$ cat src/sv/ipacl_pkg.sv
// ----------------------------------------------------------------------------
// ipacl_pkg
// Shared types and constants for the IPv4 first-match access-control block:
// rule entry layout, controller states and the controller/datapath signals.
// ----------------------------------------------------------------------------
package ipacl_pkg;

  localparam int RULE_ENTRIES_DEF = 16;
  localparam int HIT_W            = 4;
  localparam int SLOT_W           = 4;
  localparam int ADDR_W           = 32;

  localparam logic FUNC_WRITE  = 1'b0;
  localparam logic FUNC_LOOKUP = 1'b1;

  typedef struct packed {
    logic [ADDR_W-1:0] addr;
    logic [ADDR_W-1:0] mask;
    logic              deny;
  } rule_t;

  typedef enum logic [1:0] {
    S_IDLE,
    S_WRITE,
    S_SCAN,
    S_FINISH
  } state_t;

  // controller to datapath
  typedef struct packed {
    logic load;       // capture the input item, clear result, restart scan
    logic write;      // store the captured rule
    logic scan_step;  // read one rule slot and check the previous one
    logic out_load;   // move the result into the output register
  } cmd_t;

  // datapath to controller
  typedef struct packed {
    logic lookup;     // the offered item is a lookup
    logic match;      // the checked slot matched
    logic last;       // the checked slot is the final one
    logic out_free;   // the output register takes a result this cycle
  } stat_t;

endpackage

$ cat src/sv/ip_acl_first_match.sv
// ----------------------------------------------------------------------------
// ip_acl_first_match
// First-match IPv4 access-control classifier over an ordered rule table.
// ----------------------------------------------------------------------------
// Usage:
//   The input channel (in_valid / in_stall) carries one item per transfer.
//   func 0 stores entry_address, entry_mask and entry_deny in slot
//   entry_index and sets its valid bit to entry_enable; slots at or beyond
//   RULE_ENTRIES are left alone. func 1 classifies query_address: the
//   lowest valid slot with (query_address & mask) == address gives deny and
//   hit_index; with no match the verdict is allow with hit and hit_index 0.
//   Every item yields exactly one transfer on the output channel
//   (out_valid / out_stall); write items return all zeros.
//   A write passes through S_WRITE and S_FINISH to the output register; a
//   lookup scans the slots in order from slot 0 and stops at the first
//   match or the last slot. The rule memory is read one slot per cycle,
//   and the block takes no new item until the current one is finished.
//   The next item is taken while a finished result waits in the output
//   register; a stalled receiver holds the result and, once the following
//   item is done, stalls the input channel.
//   Reset clears all valid bits, the controller and the output valid.
// ----------------------------------------------------------------------------
module ip_acl_first_match #(
  parameter int RULE_ENTRIES = ipacl_pkg::RULE_ENTRIES_DEF
) (
  input  logic                         clk,
  input  logic                         rst,
  input  logic                         in_valid,
  output logic                         in_stall,
  input  logic                         func,
  input  logic [ipacl_pkg::SLOT_W-1:0] entry_index,
  input  logic [ipacl_pkg::ADDR_W-1:0] entry_address,
  input  logic [ipacl_pkg::ADDR_W-1:0] entry_mask,
  input  logic                         entry_deny,
  input  logic                         entry_enable,
  input  logic [ipacl_pkg::ADDR_W-1:0] query_address,
  output logic                         out_valid,
  input  logic                         out_stall,
  output logic                         deny,
  output logic                         hit,
  output logic [ipacl_pkg::HIT_W-1:0]  hit_index
);
  import ipacl_pkg::*;

  cmd_t  cmd;
  stat_t stat;

  ipacl_ctrl u_ctrl (
    .clk      (clk),
    .rst      (rst),
    .in_valid (in_valid),
    .in_stall (in_stall),
    .stat     (stat),
    .cmd      (cmd)
  );

  ipacl_dp #(
    .RULE_ENTRIES (RULE_ENTRIES)
  ) u_dp (
    .clk           (clk),
    .rst           (rst),
    .cmd           (cmd),
    .stat          (stat),
    .func          (func),
    .entry_index   (entry_index),
    .entry_address (entry_address),
    .entry_mask    (entry_mask),
    .entry_deny    (entry_deny),
    .entry_enable  (entry_enable),
    .query_address (query_address),
    .out_valid     (out_valid),
    .out_stall     (out_stall),
    .deny          (deny),
    .hit           (hit),
    .hit_index     (hit_index)
  );

endmodule

$ cat src/sv/ipacl_ctrl.sv
// ----------------------------------------------------------------------------
// ipacl_ctrl
// Sequencer for the rule table: takes one item at a time, runs a write or a
// slot-by-slot scan in the datapath, then hands the result to the output.
// ----------------------------------------------------------------------------
module ipacl_ctrl (
  input  logic             clk,
  input  logic             rst,
  input  logic             in_valid,
  output logic             in_stall,
  input  ipacl_pkg::stat_t stat,
  output ipacl_pkg::cmd_t  cmd
);
  import ipacl_pkg::*;

  state_t state;
  state_t state_next;

  always_ff @(posedge clk) begin
    if (rst) begin
      state <= S_IDLE;
    end else begin
      state <= state_next;
    end
  end

  always_comb begin
    state_next = state;
    case (state)
      S_IDLE: begin
        if (in_valid) begin
          state_next = stat.lookup ? S_SCAN : S_WRITE;
        end
      end
      S_WRITE: begin
        state_next = S_FINISH;
      end
      S_SCAN: begin
        if (stat.match || stat.last) begin
          state_next = S_FINISH;
        end
      end
      S_FINISH: begin
        if (stat.out_free) begin
          state_next = S_IDLE;
        end
      end
      default: begin
        state_next = S_IDLE;
      end
    endcase
  end

  always_comb begin
    cmd      = '0;
    in_stall = 1'b1;
    case (state)
      S_IDLE: begin
        in_stall = 1'b0;
        cmd.load = in_valid;
      end
      S_WRITE: begin
        cmd.write = 1'b1;
      end
      S_SCAN: begin
        cmd.scan_step = 1'b1;
      end
      S_FINISH: begin
        cmd.out_load = stat.out_free;
      end
      default: begin
        cmd = '0;
      end
    endcase
  end

endmodule

$ cat src/sv/ipacl_dp.sv
// ----------------------------------------------------------------------------
// ipacl_dp
// Rule memory, valid bits, scan pointer, match compare and output register.
// The memory is read one slot per cycle with registered read data.
// ----------------------------------------------------------------------------
module ipacl_dp #(
  parameter int RULE_ENTRIES = ipacl_pkg::RULE_ENTRIES_DEF
) (
  input  logic                         clk,
  input  logic                         rst,
  input  ipacl_pkg::cmd_t              cmd,
  output ipacl_pkg::stat_t             stat,
  input  logic                         func,
  input  logic [ipacl_pkg::SLOT_W-1:0] entry_index,
  input  logic [ipacl_pkg::ADDR_W-1:0] entry_address,
  input  logic [ipacl_pkg::ADDR_W-1:0] entry_mask,
  input  logic                         entry_deny,
  input  logic                         entry_enable,
  input  logic [ipacl_pkg::ADDR_W-1:0] query_address,
  output logic                         out_valid,
  input  logic                         out_stall,
  output logic                         deny,
  output logic                         hit,
  output logic [ipacl_pkg::HIT_W-1:0]  hit_index
);
  import ipacl_pkg::*;

  localparam int IDX_W = (RULE_ENTRIES > 1) ? $clog2(RULE_ENTRIES) : 1;
  localparam int EXT_W = (IDX_W > SLOT_W) ? IDX_W : SLOT_W;
  localparam logic [IDX_W-1:0] LAST_IDX = IDX_W'(RULE_ENTRIES - 1);

  // captured item
  logic [SLOT_W-1:0] it_index;
  logic [ADDR_W-1:0] it_address;
  logic [ADDR_W-1:0] it_mask;
  logic              it_deny;
  logic              it_enable;
  logic [ADDR_W-1:0] it_query;

  rule_t             mem [RULE_ENTRIES];
  logic [RULE_ENTRIES-1:0] valid;

  logic [IDX_W-1:0]  ptr;
  logic [IDX_W-1:0]  rd_idx;
  logic              rd_vld;
  rule_t             rd_data;

  logic              res_deny;
  logic              res_hit;
  logic [HIT_W-1:0]  res_idx;

  logic [EXT_W-1:0]  wr_ext;
  logic [IDX_W-1:0]  wr_addr;
  logic              wr_in_range;
  logic [EXT_W-1:0]  hit_ext;
  logic              match;

  assign wr_ext      = EXT_W'(it_index);
  assign wr_addr     = wr_ext[IDX_W-1:0];
  assign wr_in_range = (32'(it_index) < RULE_ENTRIES);
  assign hit_ext     = EXT_W'(rd_idx);

  assign match = cmd.scan_step && rd_vld && valid[rd_idx] &&
                 (rd_data.addr == (it_query & rd_data.mask));

  assign stat.lookup   = (func == FUNC_LOOKUP);
  assign stat.match    = match;
  assign stat.last     = cmd.scan_step && rd_vld && (rd_idx == LAST_IDX);
  assign stat.out_free = !out_valid || !out_stall;

  always_ff @(posedge clk) begin
    if (cmd.load) begin
      it_index   <= entry_index;
      it_address <= entry_address;
      it_mask    <= entry_mask;
      it_deny    <= entry_deny;
      it_enable  <= entry_enable;
      it_query   <= query_address;
    end
  end

  // rule memory: one write port, one registered read port
  always_ff @(posedge clk) begin
    if (cmd.write && wr_in_range) begin
      mem[wr_addr] <= '{addr: it_address, mask: it_mask, deny: it_deny};
    end
  end

  always_ff @(posedge clk) begin
    rd_data <= mem[ptr];
  end

  always_ff @(posedge clk) begin
    if (rst) begin
      valid <= '0;
    end else if (cmd.write && wr_in_range) begin
      valid[wr_addr] <= it_enable;
    end
  end

  // scan pointer runs one slot ahead of the compare; hold at the last slot
  always_ff @(posedge clk) begin
    if (rst) begin
      ptr    <= '0;
      rd_vld <= 1'b0;
      rd_idx <= '0;
    end else if (cmd.load) begin
      ptr    <= '0;
      rd_vld <= 1'b0;
    end else if (cmd.scan_step) begin
      rd_vld <= 1'b1;
      rd_idx <= ptr;
      if (ptr != LAST_IDX) begin
        ptr <= ptr + 1'b1;
      end
    end
  end

  always_ff @(posedge clk) begin
    if (cmd.load) begin
      res_deny <= 1'b0;
      res_hit  <= 1'b0;
      res_idx  <= '0;
    end else if (match) begin
      res_deny <= rd_data.deny;
      res_hit  <= 1'b1;
      res_idx  <= hit_ext[HIT_W-1:0];
    end
  end

  always_ff @(posedge clk) begin
    if (rst) begin
      out_valid <= 1'b0;
    end else if (cmd.out_load) begin
      out_valid <= 1'b1;
    end else if (!out_stall) begin
      out_valid <= 1'b0;
    end
  end

  always_ff @(posedge clk) begin
    if (cmd.out_load) begin
      deny      <= res_deny;
      hit       <= res_hit;
      hit_index <= res_idx;
    end
  end

endmodule

$ cat config.mk
export PLATFORM = sky130hd
export DESIGN_NAME = ip_acl_first_match
export DESIGN_NICKNAME = d
export VERILOG_FILES = /design/src/sv/ipacl_pkg.sv /design/src/sv/ip_acl_first_match.sv /design/src/sv/ipacl_ctrl.sv /design/src/sv/ipacl_dp.sv
export SDC_FILE = /design/constraint.sdc
export NUM_CORES = 1
export LEC_CHECK = 0
export BUFFER_PORTS_ARGS = -buffer_cell sky130_fd_sc_hd__buf_2
export CAP_MARGIN = 20
export CORE_ASPECT_RATIO = 1.2
export CORE_MARGIN = 2
export CORE_UTILIZATION = 35
export CTS_CLUSTER_SIZE = 25
export DETAILED_ROUTE_END_ITERATION = 7
export GPL_TIMING_DRIVEN = 0
export RECOVER_POWER = 25
export SYNTH_ARGS = -nofsm -noshare
export SYNTH_HDL_FRONTEND = slang
export SYNTH_HIERARCHICAL = 1
export SYNTH_SLANG_ARGS = --single-unit
$ cat constraint.sdc
create_clock -name clk -period 5.8 [get_ports clk]
set_input_delay 1.16 -clock clk [delete_from_list [all_inputs] [get_ports clk]]
set_output_delay 1.16 -clock clk [all_outputs]
set_load 0.1 [all_outputs]
==> results.yml <==
outcome:
  outcome: "complete, no violations"
yosys:
  ys_types: 44
  ys.flop_type: "edfxtp_1"
  yosysMostFrequentCell: "edfxtp_1"
  synthTopCellsByCount: "1148 x edfxtp_1, 329 x mux4_2, 99 x dfxtp_1"
  async_reset_ff_share_pct: 0
  yosys_warnings: 6
  yosysTopAreaCell: "edfxtp_1"
  synth_area_leaders: "edfxtp_1 75%, mux4_2 16%, dfxtp_1 4.3%"
  synth_top_area_share_pct: 75.4
  netlist_area_um2: 45800
  ys_ff_latch: 1247
  netlist_instances: 1893
  seq_area_frac_synth_pct: 79.7
  synth_edf_count: 1148
  syn_area_per_cell_um2: 24.2
  syn_nets: 2006
cells_and_area:
  ff_latch_area_um2: 36500
  drive_gt1_share_pct: 32.1
  utilization_pct: 41.8
  fill_cells: 11100
  multi_input_area_um2: 8980
  syn_to_final_growth_pct: 18.7
  postLayoutCellArea_um2: 54300
  final_nets: 2337
clocking:
  clock_latency_ps: 730
  cts_sinks: 1247
  h-tree-depth: 4
  clkTransAtPathRegs_ps: 60
  clock_path_buffers: 3
  hold_buffers: 0
  clockRootBuffer: "clkbuf_16"
  cts_setup_buffers: 0
  cts_resized: 0
  cts_tree: "built"
  numCtsBuffers: 131
floorplanning:
  io_pins: 115
  fp.dieH_um: 400
  start_util_pct: 35.2
  core_area_um2: 130000
  rows: 145
  fp.dieW_um: 334
  die-area_um2: 134000
drt:
  initialDrtViolationCount: 2435
  avgRoutedWirePerCell_um: 28.7
  antenna_left: 0
  drt_wl_total_mm: 115
  post-route-drc-count: 0
  vias: 21700
  vias_per_cell: 5.39
  drt_first_pass_iters: 7
min_path:
  min_path_type: "reg2reg"
timing:
  finalMaxSlewViolations: 0
  fin_ws_ps: 2200
  setup_violations: 0
  fin_crit_ps: 3600
  relSlewSlack_pct: 23.4
  whs_ps: 437
  max_freq_mhz: 278
  post-route-period-util_pct: 62.0
  rsz0062_at_grt: "no"
  tightest_slew_ps: 1150
  finalClockSkew_ps: 22.4
  final-hold-violation-count: 0
worst_setup_path:
  cp-start-kind: "register"
  path_max_fanout: 6
  critPathRequiredTime_ps: 6410
  arrival_ps: 4210
  criticalPathCategory: "reg2reg"
  endpoint_kind: "register"
power:
  power.internal_uw: 16600
  p_clk_share_pct: 37.5
  swShare_pct: 24.3
  p_leak_uw: 0.0168
  switching_power_uw: 5340
  ir_drop_v: 0.000307
  power_density_nw_per_um2: 405
  combPwrFrac_pct: 10.8
  p_seq_share_pct: 51.7
job:
  drv_cap: 0
grt:
  track_usage_pct: 17.4
  grt_pass1_vias: 22200
  overflow: 0
  grt_max_degree: 30
  grt_pass1_wl_mm: 163
  antenna_found_initial: 5
placement:
  dp_slack_ps: 2340
  gp_congestion: 0.756
  placed_cell_area_um2: 50000
  port_buffers: 113
  hpwlAfterDp_mm: 75.5
-- worst paths after layout --
check / start / endpoint / slack [ps] / cells after the start
worst max-delay path: u_dp/it_query[26]$_DFFE_PP_ / u_ctrl/state[1]$_SDFFE_PP0P_ / 2200 / 10
worst max register to register: u_dp/it_query[26]$_DFFE_PP_ / u_ctrl/state[1]$_SDFFE_PP0P_ / 2200 / 10
worst min-delay path: u_dp/res_idx[0]$_SDFFE_PP0P_ / u_dp/hit_index[0]$_DFFE_PP_ / 440 / 0
worst min register to register: u_dp/res_idx[0]$_SDFFE_PP0P_ / u_dp/hit_index[0]$_DFFE_PP_ / 440 / 0
-- power groups by stage --
stage	registers [uW]	logic, uW	clock network, uW
global placement	11600	2220	0
CTS	11400	2440	8400
detailed placement	11600	2430	0
finish	11400	2380	8240
floorplan	11300	1510	0
global route	11400	2530	8730
-- flip-flops by register name, summed over array words and instances, names as in the netlist, 2 cells and up --
register and cells:
u_dp/ptr 4, u_dp/hit_index 4, u_dp/hit_ext 4, u_dp/mem 1040, u_dp/it_index 4, u_dp/res_idx 4, u_ctrl/state 2, u_dp/it_query 32
u_dp/rd_data 65, u_dp/valid 16, u_dp/it_address 32, u_dp/it_mask 32
-- critical path, stage by stage, from the launching register on --
cell and delay, ps:
edfxtp_1 470, a21o_1 220, a211oi_1 780, nand4_1 260, or4_1 510, buf_2 200, nor3_4 230, buf_4 140
nor2_1 50, a221oi_4 280, mux2_4 320
-- per-stage QoR --
step	setup TNS [ps]	instances	total power, uW
CTS	0	4021	22200
floorplan	-55080	1893	12800
global route	0	4023	22700
finish	0	4024	22000
detailed placement	0	3779	14000
global placement	-3965270	3696	13800
-- metal layers --
metal  GRT usage (%)  part of all wire (%)  up-vias
met3            3.71                   8.6      145
met1            24.1                    41    11700
met4            5.04                   2.1        0
met2            27.7                    48     1031
li1                -                     -     8765
met5               0                     0        -
-- cell families (layout without fill, tap and decap cells) --
logic type | after synthesis | after routing | synth area share [%]
adders and majority gates | 6 | 6 | 0.164
DFF | 1247 | 1247 | 79.7
AOI/OAI and AO/OA | 84 | 84 | 1.21
xor gates and xnor gates | 8 | 8 | 0.153
and+or+nand+nor | 118 | 118 | 1.37
other | 0 | 1 | 0
buffers and inverters | 89 | 529 | 0.944
muxes | 341 | 341 | 16.5
-- layout by cell type, fill, tap and decap left out, drive strengths merged, types with 7 or more instances in the layout --
| cell | n |
|---|---|
| clkbuf | 268 |
| clkinv | 32 |
| o21ai | 13 |
| nand3 | 12 |
| a21o | 8 |
| a21oi | 35 |
| nor3 | 8 |
| edfxtp | 1148 |
| xor2 | 7 |
| nor2 | 31 |
| dfxtp | 99 |
| and3 | 14 |
| inv | 12 |
| mux2i | 11 |
| nand4 | 9 |
| nand2 | 24 |
| buf | 208 |
| a211oi | 7 |
| mux4 | 329 |
-- final cells by class --
type	instances	share of cell area, %
plain buffers	85	0.767
diodes	1	0.00461
well taps	1690	3.89
clock buffers	193	7.03
inverters	4	0.0277
flip-flops and latches	1247	67.1
clock inverters	49	0.834
repair buffers	198	3.75
multi-input cells	557	16.5
No activity file was read; power rests on OpenSTA's default activity.
